==> config.mk <==
export PLATFORM = sky130hd
export DESIGN_NAME = json_tag_version_check
export DESIGN_NICKNAME = d
export VERILOG_FILES = /design/src/sv/jtvc_pkg.sv /design/src/sv/jtvc_front.sv /design/src/sv/jtvc_queue.sv /design/src/sv/jtvc_back.sv /design/src/sv/json_tag_version_check.sv
export SDC_FILE = /design/constraint.sdc
export NUM_CORES = 1
export LEC_CHECK = 0
export ABC_AREA = 1
export BUFFER_PORTS_ARGS = -buffer_cell sky130_fd_sc_hd__buf_2
export CAP_MARGIN = 25
export CORE_ASPECT_RATIO = 0.7
export CORE_MARGIN = 2
export CORE_UTILIZATION = 39
export DETAILED_ROUTE_END_ITERATION = 10
export PLACE_DENSITY = 0.63
export SYNTH_ARGS = -nofsm -noshare
export SYNTH_HDL_FRONTEND = slang
export SYNTH_SLANG_ARGS = --single-unit
==> constraint.sdc <==
create_clock -name aclk -period 3.8 [get_ports aclk]
set_input_delay 0.76 -clock aclk [delete_from_list [all_inputs] [get_ports aclk]]
set_output_delay 0.76 -clock aclk [all_outputs]
set_load 0.01 [all_outputs]
==> src/sv/jtvc_pkg.sv <==
// ----------------------------------------------------------------------------
// jtvc_pkg
// Shared types, codes and helpers of the release tag version checker.
// ----------------------------------------------------------------------------
package jtvc_pkg;

    // Value length limit and version part width
    localparam int TAG_CAPACITY = 64;
    localparam int VALUE_LIMIT  = TAG_CAPACITY - 1;
    localparam int COUNT_W      = $clog2(TAG_CAPACITY);
    localparam int VERSION_BITS = 16;
    localparam int ACC_W        = VERSION_BITS + 4;

    // Release key is matched as ten stored bytes plus the current one
    localparam int KEY_LEN = 11;
    localparam int WIN_LEN = KEY_LEN - 1;
    localparam logic [7:0] KEY_PATTERN [KEY_LEN] = '{
        8'h22, 8'h74, 8'h61, 8'h67, 8'h5F, 8'h6E, 8'h61, 8'h6D, 8'h65, 8'h22, 8'h3A
    };

    // Character codes
    localparam logic [7:0] CH_QUOTE     = 8'h22;
    localparam logic [7:0] CH_BACKSLASH = 8'h5C;
    localparam logic [7:0] CH_SPACE     = 8'h20;
    localparam logic [7:0] CH_TAB       = 8'h09;
    localparam logic [7:0] CH_LF        = 8'h0A;
    localparam logic [7:0] CH_CR        = 8'h0D;
    localparam logic [7:0] CH_LOWER_N   = 8'h6E;
    localparam logic [7:0] CH_LOWER_T   = 8'h74;
    localparam logic [7:0] CH_LOWER_R   = 8'h72;
    localparam logic [7:0] CH_LOWER_V   = 8'h76;
    localparam logic [7:0] CH_UPPER_V   = 8'h56;
    localparam logic [7:0] CH_DOT       = 8'h2E;
    localparam logic [7:0] CH_ZERO      = 8'h30;
    localparam logic [7:0] CH_NINE      = 8'h39;

    // Depth of the queue between front and back
    localparam int QUEUE_DEPTH = 2;
    localparam int QPTR_W      = $clog2(QUEUE_DEPTH);
    localparam int QCNT_W      = $clog2(QUEUE_DEPTH + 1);

    // Configuration register indexes
    localparam int CFG_ADDR_W = 2;
    localparam int CFG_DATA_W = 16;
    localparam logic [CFG_ADDR_W-1:0] CFG_CURRENT_MAJOR  = 2'd0;
    localparam logic [CFG_ADDR_W-1:0] CFG_CURRENT_MINOR  = 2'd1;
    localparam logic [CFG_ADDR_W-1:0] CFG_CURRENT_PATCH  = 2'd2;
    localparam logic [CFG_ADDR_W-1:0] CFG_CHECK_DISABLED = 2'd3;

    // Result status codes
    localparam logic [1:0] ST_DISABLED   = 2'd0;
    localparam logic [1:0] ST_PARSE_ERR  = 2'd1;
    localparam logic [1:0] ST_NEW        = 2'd2;
    localparam logic [1:0] ST_UP_TO_DATE = 2'd3;

    typedef enum logic [2:0] {
        SP_SEARCH,
        SP_BLANKS,
        SP_VALUE,
        SP_ESCAPE,
        SP_ENDED,
        SP_FAILED
    } scan_phase_t;

    typedef enum logic [2:0] {
        VP_PREFIX,
        VP_MAJOR,
        VP_MINOR,
        VP_PATCH,
        VP_STOP
    } version_phase_t;

    // One classified beat handed from front to back
    typedef struct packed {
        logic       emit;      // value character present
        logic [7:0] char_byte; // unescaped value character
        logic       last;      // final beat of the body
        logic       value_ok;  // a value was opened before the end
    } jtvc_item_t;

    // Append one decimal digit, saturating at the all-ones value
    function automatic logic [VERSION_BITS-1:0] add_digit(
        input logic [VERSION_BITS-1:0] acc,
        input logic [3:0]              d
    );
        logic [ACC_W-1:0] wide;
        logic [ACC_W-1:0] n;
        wide = {4'b0, acc};
        n = (wide << 3) + (wide << 1) + {{(ACC_W-4){1'b0}}, d};
        if (n > {4'b0, {VERSION_BITS{1'b1}}}) begin
            return {VERSION_BITS{1'b1}};
        end
        return n[VERSION_BITS-1:0];
    endfunction

endpackage

==> src/sv/jtvc_front.sv <==
// ----------------------------------------------------------------------------
// jtvc_front
// Key search, blank skipping and value unescaping, one beat per cycle while beat_accept is high.
// ----------------------------------------------------------------------------
module jtvc_front (
    input  logic                aclk,
    input  logic                aresetn,
    input  logic                beat_accept,
    input  logic [7:0]          body_byte,
    input  logic                body_last,
    output logic                push,
    output jtvc_pkg::jtvc_item_t push_item
);

    logic [7:0]                   window_reg [jtvc_pkg::WIN_LEN];
    jtvc_pkg::scan_phase_t        phase_reg;
    jtvc_pkg::scan_phase_t        phase_next;
    logic [jtvc_pkg::COUNT_W-1:0] count_reg;
    logic                         key_hit;
    logic                         emit;
    logic [7:0]                   emit_char;
    logic                         value_ok;

    // Match the window and the current byte against the key
    always_comb begin
        key_hit = (body_byte == jtvc_pkg::KEY_PATTERN[jtvc_pkg::KEY_LEN-1]);
        for (int i = 0; i < jtvc_pkg::WIN_LEN; i++) begin
            if (window_reg[i] != jtvc_pkg::KEY_PATTERN[i]) begin
                key_hit = 1'b0;
            end
        end
    end

    // Outputs: value character and its unescaped code
    always_comb begin
        emit      = 1'b0;
        emit_char = body_byte;
        unique case (phase_reg)
            jtvc_pkg::SP_VALUE: begin
                emit = (body_byte != jtvc_pkg::CH_QUOTE) &&
                       !((body_byte == jtvc_pkg::CH_BACKSLASH) && !body_last);
            end
            jtvc_pkg::SP_ESCAPE: begin
                emit = 1'b1;
                priority if (body_byte == jtvc_pkg::CH_LOWER_N) begin
                    emit_char = jtvc_pkg::CH_LF;
                end else if (body_byte == jtvc_pkg::CH_LOWER_T) begin
                    emit_char = jtvc_pkg::CH_TAB;
                end else if (body_byte == jtvc_pkg::CH_LOWER_R) begin
                    emit_char = jtvc_pkg::CH_CR;
                end else begin
                    emit_char = body_byte;
                end
            end
            default: begin
                emit = 1'b0;
            end
        endcase
    end

    // Next scan phase
    always_comb begin
        phase_next = phase_reg;
        unique case (phase_reg)
            jtvc_pkg::SP_SEARCH: begin
                if (key_hit) begin
                    phase_next = jtvc_pkg::SP_BLANKS;
                end
            end
            jtvc_pkg::SP_BLANKS: begin
                if (body_byte == jtvc_pkg::CH_QUOTE) begin
                    phase_next = jtvc_pkg::SP_VALUE;
                end else if (body_byte != jtvc_pkg::CH_SPACE &&
                             body_byte != jtvc_pkg::CH_TAB) begin
                    phase_next = jtvc_pkg::SP_FAILED;
                end
            end
            jtvc_pkg::SP_VALUE: begin
                if (body_byte == jtvc_pkg::CH_QUOTE) begin
                    phase_next = jtvc_pkg::SP_ENDED;
                end else if (body_byte == jtvc_pkg::CH_BACKSLASH && !body_last) begin
                    phase_next = jtvc_pkg::SP_ESCAPE;
                end
            end
            jtvc_pkg::SP_ESCAPE: begin
                phase_next = jtvc_pkg::SP_VALUE;
            end
            default: begin
                phase_next = phase_reg;
            end
        endcase
        // Close the value once it reaches its length limit
        if (emit && (count_reg >= jtvc_pkg::COUNT_W'(jtvc_pkg::VALUE_LIMIT - 1))) begin
            phase_next = jtvc_pkg::SP_ENDED;
        end
    end

    assign value_ok = (phase_next == jtvc_pkg::SP_VALUE) ||
                      (phase_next == jtvc_pkg::SP_ESCAPE) ||
                      (phase_next == jtvc_pkg::SP_ENDED);

    // Forward only beats that carry a character or end the body
    assign push                = beat_accept && (emit || body_last);
    assign push_item.emit      = emit;
    assign push_item.char_byte = emit_char;
    assign push_item.last      = body_last;
    assign push_item.value_ok  = value_ok;

    // Advance scan state; return to reset after the last beat
    always_ff @(posedge aclk) begin
        if (!aresetn) begin
            phase_reg <= jtvc_pkg::SP_SEARCH;
            count_reg <= '0;
            for (int i = 0; i < jtvc_pkg::WIN_LEN; i++) begin
                window_reg[i] <= 8'h00;
            end
        end else if (beat_accept) begin
            if (body_last) begin
                phase_reg <= jtvc_pkg::SP_SEARCH;
                count_reg <= '0;
                for (int i = 0; i < jtvc_pkg::WIN_LEN; i++) begin
                    window_reg[i] <= 8'h00;
                end
            end else begin
                phase_reg <= phase_next;
                count_reg <= count_reg + jtvc_pkg::COUNT_W'(emit);
                for (int i = 0; i < jtvc_pkg::WIN_LEN - 1; i++) begin
                    window_reg[i] <= window_reg[i+1];
                end
                window_reg[jtvc_pkg::WIN_LEN-1] <= body_byte;
            end
        end
    end

endmodule

==> src/sv/jtvc_queue.sv <==
// ----------------------------------------------------------------------------
// jtvc_queue
// Short queue of classified beats between front and back.
// ----------------------------------------------------------------------------
module jtvc_queue (
    input  logic                 aclk,
    input  logic                 aresetn,
    input  logic                 push,
    input  jtvc_pkg::jtvc_item_t push_item,
    output logic                 full,
    input  logic                 pop,
    output logic                 pop_valid,
    output jtvc_pkg::jtvc_item_t pop_item
);

    jtvc_pkg::jtvc_item_t        entry_reg [jtvc_pkg::QUEUE_DEPTH];
    logic [jtvc_pkg::QPTR_W-1:0] wr_ptr_reg;
    logic [jtvc_pkg::QPTR_W-1:0] rd_ptr_reg;
    logic [jtvc_pkg::QCNT_W-1:0] count_reg;
    logic                        do_push;
    logic                        do_pop;

    assign full      = (count_reg == jtvc_pkg::QCNT_W'(jtvc_pkg::QUEUE_DEPTH));
    assign pop_valid = (count_reg != '0);
    assign pop_item  = entry_reg[rd_ptr_reg];
    assign do_push   = push && !full;
    assign do_pop    = pop && pop_valid;

    // Store pushed beats
    always_ff @(posedge aclk) begin
        if (do_push) begin
            entry_reg[wr_ptr_reg] <= push_item;
        end
    end

    // Advance pointers and occupancy
    always_ff @(posedge aclk) begin
        if (!aresetn) begin
            wr_ptr_reg <= '0;
            rd_ptr_reg <= '0;
            count_reg  <= '0;
        end else begin
            if (do_push) begin
                wr_ptr_reg <= (wr_ptr_reg == jtvc_pkg::QPTR_W'(jtvc_pkg::QUEUE_DEPTH - 1)) ?
                              '0 : wr_ptr_reg + 1'b1;
            end
            if (do_pop) begin
                rd_ptr_reg <= (rd_ptr_reg == jtvc_pkg::QPTR_W'(jtvc_pkg::QUEUE_DEPTH - 1)) ?
                              '0 : rd_ptr_reg + 1'b1;
            end
            if (do_push && !do_pop) begin
                count_reg <= count_reg + jtvc_pkg::QCNT_W'(1);
            end else if (do_pop && !do_push) begin
                count_reg <= count_reg - jtvc_pkg::QCNT_W'(1);
            end
        end
    end

endmodule

==> src/sv/jtvc_back.sv <==
// ----------------------------------------------------------------------------
// jtvc_back
// Version parsing, comparison against the running version and result output.
// ----------------------------------------------------------------------------
module jtvc_back (
    input  logic                             aclk,
    input  logic                             aresetn,
    input  logic                             cfg_we,
    input  logic [jtvc_pkg::CFG_ADDR_W-1:0]  cfg_addr,
    input  logic [jtvc_pkg::CFG_DATA_W-1:0]  cfg_wdata,
    input  logic                             pop_valid,
    input  jtvc_pkg::jtvc_item_t             pop_item,
    output logic                             pop,
    output logic                             m_valid,
    input  logic                             m_ready,
    output logic [1:0]                       check_status,
    output logic [jtvc_pkg::VERSION_BITS-1:0] tag_major,
    output logic [jtvc_pkg::VERSION_BITS-1:0] tag_minor,
    output logic [jtvc_pkg::VERSION_BITS-1:0] tag_patch
);

    logic [jtvc_pkg::VERSION_BITS-1:0] cur_major_reg;
    logic [jtvc_pkg::VERSION_BITS-1:0] cur_minor_reg;
    logic [jtvc_pkg::VERSION_BITS-1:0] cur_patch_reg;
    logic                              disabled_reg;

    jtvc_pkg::version_phase_t vphase_reg;
    jtvc_pkg::version_phase_t vphase_next;
    jtvc_pkg::version_phase_t vphase_eff;
    logic [jtvc_pkg::VERSION_BITS-1:0] major_reg, major_next;
    logic [jtvc_pkg::VERSION_BITS-1:0] minor_reg, minor_next;
    logic [jtvc_pkg::VERSION_BITS-1:0] patch_reg, patch_next;

    logic                              m_valid_reg;
    logic [1:0]                        status_reg;
    logic [jtvc_pkg::VERSION_BITS-1:0] out_major_reg, out_minor_reg, out_patch_reg;

    logic          out_free;
    logic          feed;
    logic          prefix_v;
    logic          is_digit;
    logic [3:0]    digit;
    logic          newer;
    logic [1:0]    status_next;
    logic          finish;

    // Take a beat unless it ends the body and the result slot is busy
    assign out_free = !m_valid_reg || m_ready;
    assign pop      = pop_valid && (!pop_item.last || out_free);
    assign feed     = pop && pop_item.emit;
    assign finish   = pop && pop_item.last;

    assign is_digit = (pop_item.char_byte >= jtvc_pkg::CH_ZERO) &&
                      (pop_item.char_byte <= jtvc_pkg::CH_NINE);
    assign digit    = 4'(pop_item.char_byte - jtvc_pkg::CH_ZERO);
    assign vphase_eff = (vphase_reg == jtvc_pkg::VP_PREFIX) ? jtvc_pkg::VP_MAJOR : vphase_reg;
    assign prefix_v = (vphase_reg == jtvc_pkg::VP_PREFIX) &&
                      (pop_item.char_byte == jtvc_pkg::CH_LOWER_V ||
                       pop_item.char_byte == jtvc_pkg::CH_UPPER_V);

    // Next parser phase
    always_comb begin
        vphase_next = vphase_reg;
        if (feed) begin
            vphase_next = vphase_eff;
            if (!prefix_v && !is_digit) begin
                unique case (vphase_eff)
                    jtvc_pkg::VP_MAJOR: begin
                        vphase_next = (pop_item.char_byte == jtvc_pkg::CH_DOT) ?
                                      jtvc_pkg::VP_MINOR : jtvc_pkg::VP_STOP;
                    end
                    jtvc_pkg::VP_MINOR: begin
                        vphase_next = (pop_item.char_byte == jtvc_pkg::CH_DOT) ?
                                      jtvc_pkg::VP_PATCH : jtvc_pkg::VP_STOP;
                    end
                    jtvc_pkg::VP_PATCH: begin
                        vphase_next = jtvc_pkg::VP_STOP;
                    end
                    default: begin
                        vphase_next = vphase_eff;
                    end
                endcase
            end
        end
    end

    // Accumulate digits into the active part
    always_comb begin
        major_next = major_reg;
        minor_next = minor_reg;
        patch_next = patch_reg;
        if (feed && !prefix_v && is_digit) begin
            unique case (vphase_eff)
                jtvc_pkg::VP_MAJOR: major_next = jtvc_pkg::add_digit(major_reg, digit);
                jtvc_pkg::VP_MINOR: minor_next = jtvc_pkg::add_digit(minor_reg, digit);
                jtvc_pkg::VP_PATCH: patch_next = jtvc_pkg::add_digit(patch_reg, digit);
                default: begin
                    major_next = major_reg;
                end
            endcase
        end
    end

    // Compare the tag against the running version
    always_comb begin
        if (major_next != cur_major_reg) begin
            newer = major_next > cur_major_reg;
        end else if (minor_next != cur_minor_reg) begin
            newer = minor_next > cur_minor_reg;
        end else begin
            newer = patch_next > cur_patch_reg;
        end
        priority if (disabled_reg) begin
            status_next = jtvc_pkg::ST_DISABLED;
        end else if (!pop_item.value_ok) begin
            status_next = jtvc_pkg::ST_PARSE_ERR;
        end else if (newer) begin
            status_next = jtvc_pkg::ST_NEW;
        end else begin
            status_next = jtvc_pkg::ST_UP_TO_DATE;
        end
    end

    // Configuration writes
    always_ff @(posedge aclk) begin
        if (!aresetn) begin
            cur_major_reg <= '0;
            cur_minor_reg <= '0;
            cur_patch_reg <= '0;
            disabled_reg  <= 1'b0;
        end else if (cfg_we) begin
            unique case (cfg_addr)
                jtvc_pkg::CFG_CURRENT_MAJOR:
                    cur_major_reg <= cfg_wdata[jtvc_pkg::VERSION_BITS-1:0];
                jtvc_pkg::CFG_CURRENT_MINOR:
                    cur_minor_reg <= cfg_wdata[jtvc_pkg::VERSION_BITS-1:0];
                jtvc_pkg::CFG_CURRENT_PATCH:
                    cur_patch_reg <= cfg_wdata[jtvc_pkg::VERSION_BITS-1:0];
                jtvc_pkg::CFG_CHECK_DISABLED:
                    disabled_reg  <= cfg_wdata[0];
            endcase
        end
    end

    // Advance parser state; clear it once a body ends
    always_ff @(posedge aclk) begin
        if (!aresetn) begin
            vphase_reg <= jtvc_pkg::VP_PREFIX;
            major_reg  <= '0;
            minor_reg  <= '0;
            patch_reg  <= '0;
        end else if (finish) begin
            vphase_reg <= jtvc_pkg::VP_PREFIX;
            major_reg  <= '0;
            minor_reg  <= '0;
            patch_reg  <= '0;
        end else begin
            vphase_reg <= vphase_next;
            major_reg  <= major_next;
            minor_reg  <= minor_next;
            patch_reg  <= patch_next;
        end
    end

    // Hold the result beat until the receiver takes it
    always_ff @(posedge aclk) begin
        if (!aresetn) begin
            m_valid_reg <= 1'b0;
        end else if (finish) begin
            m_valid_reg <= 1'b1;
        end else if (m_ready) begin
            m_valid_reg <= 1'b0;
        end
    end

    always_ff @(posedge aclk) begin
        if (finish) begin
            status_reg <= status_next;
            if (status_next == jtvc_pkg::ST_DISABLED || status_next == jtvc_pkg::ST_PARSE_ERR) begin
                out_major_reg <= '0;
                out_minor_reg <= '0;
                out_patch_reg <= '0;
            end else begin
                out_major_reg <= major_next;
                out_minor_reg <= minor_next;
                out_patch_reg <= patch_next;
            end
        end
    end

    assign m_valid      = m_valid_reg;
    assign check_status = status_reg;
    assign tag_major    = out_major_reg;
    assign tag_minor    = out_minor_reg;
    assign tag_patch    = out_patch_reg;

endmodule

==> src/sv/json_tag_version_check.sv <==
// ----------------------------------------------------------------------------
// json_tag_version_check
// Release tag extraction from a message body and comparison with the running
// version.
// ----------------------------------------------------------------------------
// Usage:
//   The body streams in on the s_ channel, one byte per beat, with s_tlast on
//   the final byte. One result beat leaves on the m_ channel per body, after
//   its last byte: status, then major, minor and patch of the tag.
//   The running version and the disable flag are set through cfg_we,
//   cfg_addr and cfg_wdata while no body is in flight.
// Throughput and flow:
//   One byte per cycle while s_tready is high; the key window compare and
//   the digit accumulate each sit in their own stage. The result beat
//   becomes valid after the last byte is accepted: the queue registers the
//   beat, then the back part loads the output register.
// Reset:
//   aresetn low clears the scan and parse state, the queue, the result slot
//   and the configuration registers; s_tready goes high at a reset clock
//   edge, as the queue comes out empty.
// Stall:
//   A waiting result holds in the output register; the back part keeps
//   parsing the next body and only stalls at its last byte, and the
//   two-beat queue then drops s_tready once it fills.
// ----------------------------------------------------------------------------
module json_tag_version_check (
    input  logic                            aclk,
    input  logic                            aresetn,
    // Configuration write port
    input  logic                            cfg_we,
    input  logic [jtvc_pkg::CFG_ADDR_W-1:0] cfg_addr,
    input  logic [jtvc_pkg::CFG_DATA_W-1:0] cfg_wdata,
    // Body input
    input  logic                            s_tvalid,
    output logic                            s_tready,
    input  logic [7:0]                      s_tdata,  // [7:0] body_byte
    input  logic                            s_tlast,  // body_last
    // Result output
    output logic                            m_tvalid,
    input  logic                            m_tready,
    output logic [55:0]                     m_tdata   // [1:0] check_status,
                                                      // [17:2] tag_major,
                                                      // [33:18] tag_minor,
                                                      // [49:34] tag_patch
);

    jtvc_pkg::jtvc_item_t push_item;
    jtvc_pkg::jtvc_item_t pop_item;
    logic push;
    logic full;
    logic pop;
    logic pop_valid;
    logic beat_accept;
    logic [1:0] check_status;
    logic [jtvc_pkg::VERSION_BITS-1:0] tag_major;
    logic [jtvc_pkg::VERSION_BITS-1:0] tag_minor;
    logic [jtvc_pkg::VERSION_BITS-1:0] tag_patch;

    assign s_tready    = !full;
    assign beat_accept = s_tvalid && s_tready;

    jtvc_front u_front (
        .aclk        (aclk),
        .aresetn     (aresetn),
        .beat_accept (beat_accept),
        .body_byte   (s_tdata),
        .body_last   (s_tlast),
        .push        (push),
        .push_item   (push_item)
    );

    jtvc_queue u_queue (
        .aclk      (aclk),
        .aresetn   (aresetn),
        .push      (push),
        .push_item (push_item),
        .full      (full),
        .pop       (pop),
        .pop_valid (pop_valid),
        .pop_item  (pop_item)
    );

    jtvc_back u_back (
        .aclk         (aclk),
        .aresetn      (aresetn),
        .cfg_we       (cfg_we),
        .cfg_addr     (cfg_addr),
        .cfg_wdata    (cfg_wdata),
        .pop_valid    (pop_valid),
        .pop_item     (pop_item),
        .pop          (pop),
        .m_valid      (m_tvalid),
        .m_ready      (m_tready),
        .check_status (check_status),
        .tag_major    (tag_major),
        .tag_minor    (tag_minor),
        .tag_patch    (tag_patch)
    );

    // Pack the result beat, zero padded to whole bytes
    assign m_tdata = {6'b0, tag_patch, tag_minor, tag_major, check_status};

endmodule

==> flow_summary.toml <==
[run_status]
outcome = "finished with violations"
violations = "negative setup slack"

[die]
dieArea_mm2 = 0.0433
num_io_pins = 90
core_area_mm2 = 0.0410
num_rows = 62
die_w_um = 248
die_h_um = 175
initial_core_util_pct = 39.6

[power]
power_uw = 8030
intPower_uw = 5630
power_density_mw_per_mm2 = 399
sequentialPowerShare_pct = 44.9
power_frac_comb_pct = 20.3
p_sw_share_pct = 29.8
vdd_ir_drop_max_v = 0.000375
p_leak_uw = 0.0101
power.switching_uw = 2390
p_clk_share_pct = 34.8

[sta]
finalMaxSlewViolations = 0
max_clock_freq_mhz = 245
slew_headroom_pct = 43.6
rsz0062_at_grt = "true"
setup_viol = 1
hold_viol_final = 0
fin_ws_ns = -0.282
post-route-period-util_pct = 107
tightest_slew_ns = 0.844
fin_worst_skew_ns = 0.0243
fin_crit_ns = 4.08

[critical_path]
crit_top_cell = "nand2_1"
r2r_end = "u_back.check_status[0]"
r2r_slack_ns = -0.28
arrival_ns = 4.39
rr_startpoint = "u_queue.entry_reg[0][5]"
path_delay_family = "simple AND/OR/NAND/NOR gates"
cp-end-kind = "flop"
critPathMaxStageDelay_ns = 0.48
endpoint = "u_back.check_status[0]"
criticalPathCategory = "reg -> reg"
critical_path_required_ns = 4.10
rr_worst_depth = 29
worstPathBufferInverterCount = 4
worstSetupStartpoint = "u_queue.entry_reg[0][5]"
cp-start-kind = "flop"
crit_slowest_cell = "fa_2"
crit_cells = 29
path_max_fanout = 4

[clock_tree]
clock-sinks = 267
numCtsBuffers = 27
clockRootBuffer = "clkbuf_16"
insertion_delay_ns = 0.57
clk_pin_slew_ns = 0.07
clockBufferDepth = 3
cts_tree = "built"
hold_buffers = 0
cts-htree-levels = 1

[synth]
synthTopCellsByCount = "nand2_1, inv_1, nor2_1"
synth_edf_count = 152
yosysUniqueCellTypes = 40
synth_warnings = 0
synthArstFlopShare_pct = 0
synth_flop_cell = "edfxtp_1"
synth-seq-cells = 267
yosysTopAreaCell = "edfxtp_1"
synthTopCellsByArea = "edfxtp_1, dfxtp_1, nand2_1, ha_1, inv_1"
syn_avg_cell_area_um2 = 7.50
synth.top_cell.area_share_pct = 28.1
synthesis.area_mm2 = 0.0162
yosysMostFrequentCell = "nand2_1"
syn_inst = 2167
seq_area_frac_synth_pct = 42.3

[detailed_routing]
via_per_inst = 4.82
wire_per_inst_um = 14.5
met3WireLength_um = 2660
maxUsedRoutingLayer = "met4"
drc_errors = 0
vias = 14237
drt-met1-wl_um = 21500
drt-pass1-iter-count = 5
routed_wl_um = 42800
detail-route-antenna-nets = 0
drt_iter0_drc = 1048
route.met2.wl_um = 17800

[placement]
io_buffers = 83
dp_hpwl_um = 32100
post-place-cells = 2863
gp_congestion = 0.917
dp_slack_ns = -0.318

[cells_and_area]
fin_cells = 2951
drive_gt1_share_pct = 18.6
largest_reg_flops = 80
finalNetCount = 2567
nFillCells = 3979
syn2layout_area_growth_pct = 24.0

[global_route]
grt_start_max_net_pins = 60
overflow = 0
grt_first_pass_wirelength_um = 67600
grt_pass1_vias = 13128
grt_util_all_layers_pct = 19.4
antenna_found_initial = 3

[job]
cap_violations = 0

[min_path]
hp-class = "in -> reg"
[metal layers]
layer,global-route usage [%],vias up
met5,0,-
met4,4.64,0
met3,2.66,50
met2,28.3,335
met1,29.9,6561
li1,-,7291
[worst reg2reg max path: cells and delay by family (launching register included)]
kind	cells	cell delay, ns
AO/OA/AOI/OAI	2	0.16
adder cells (fa/ha/maj)	3	1.19
buffers and inverters	4	0.43
flip-flops	1	0.41
AND/OR/NAND/NOR	20	1.64
[layout by cell type (no fill, tap or decap), drive strengths merged, types with 5 or more instances in the layout]
cell	n
dfxtp	115
conb	6
a21oi	111
clkbuf	37
nand3b	5
nand2	508
nor3	18
ha	144
nor2	338
nor4	5
xor2	21
and2	10
fa	6
nand3	142
clkinv	8
o21ai	72
nand4	37
inv	414
edfxtp	152
buf	239
[cell type report]
type                    instances  area (um2)  area share (%)
clock buffers                  35         756            3.75
clock inverters                15         176           0.876
flip-flops and latches        267        6870            34.1
diodes                          1        2.50          0.0124
well taps                     544         681            3.38
multi-input cells            1437        8340            41.4
repair buffers                241        1770            8.80
inverters                     411        1550            7.68
[logic make-up after synthesis]
kind of cell,Yosys count,synth area share [%]
AOI/OAI and AO/OA,194,6.15
xor gates and xnor gates,22,1.19
adders and majority gates,150,11.8
buffers and inverters,469,11.3
DFF,267,42.3
muxes,1,0.0616
other,1,0.0231
and+or+nand+nor,1063,27.2
[worst min-delay path by stage]
stage | cells past startpoint | startpoint | to
2_1_floorplan | 1 | u_queue.rd_ptr_reg | flop
3_3_place_gp | 1 | u_queue.rd_ptr_reg | u_queue.rd_ptr_reg
3_5_place_dp | 1 | u_queue.rd_ptr_reg | flop
4_1_cts | 1 | s_tlast | u_queue.entry_reg[0][1]
5_1_grt | 1 | s_tlast | u_queue.entry_reg[1][1]
6_report | 1 | s_tlast | u_queue.entry_reg[0][1]
[what timing repair did]
item | in CTS | in global routing
gates cloned | 2 | 2
setup buffers | 19 | 14
gates resized for setup | 48 | 124
pin swaps | 31 | 71
setup endpoints to repair | 1 | 3
[power groups by stage]
stage	sequential, uW	clock, uW	combinational, uW
3_5_place_dp	3660	0	1480
5_1_grt	3640	2970	1810
3_3_place_gp	3650	0	1450
2_1_floorplan	3710	0	830
4_1_cts	3610	2850	1560
6_report	3600	2790	1630
[per-stage QoR]
stage	utilization (%)	TNS [ns]	instance area [um2]	hold WS, ns
after floorplan	-	0	16300	0.418
after global placement	44.2	-0.232	18100	0.439
after detailed placement	44.2	-0.318	18100	0.449
after CTS	47.4	-0.267	19400	0.411
after global routing	49.1	-0.758	20100	0.430
final	49.1	-0.282	20100	0.449
Note: power is estimated with default switching activity, not from simulation.
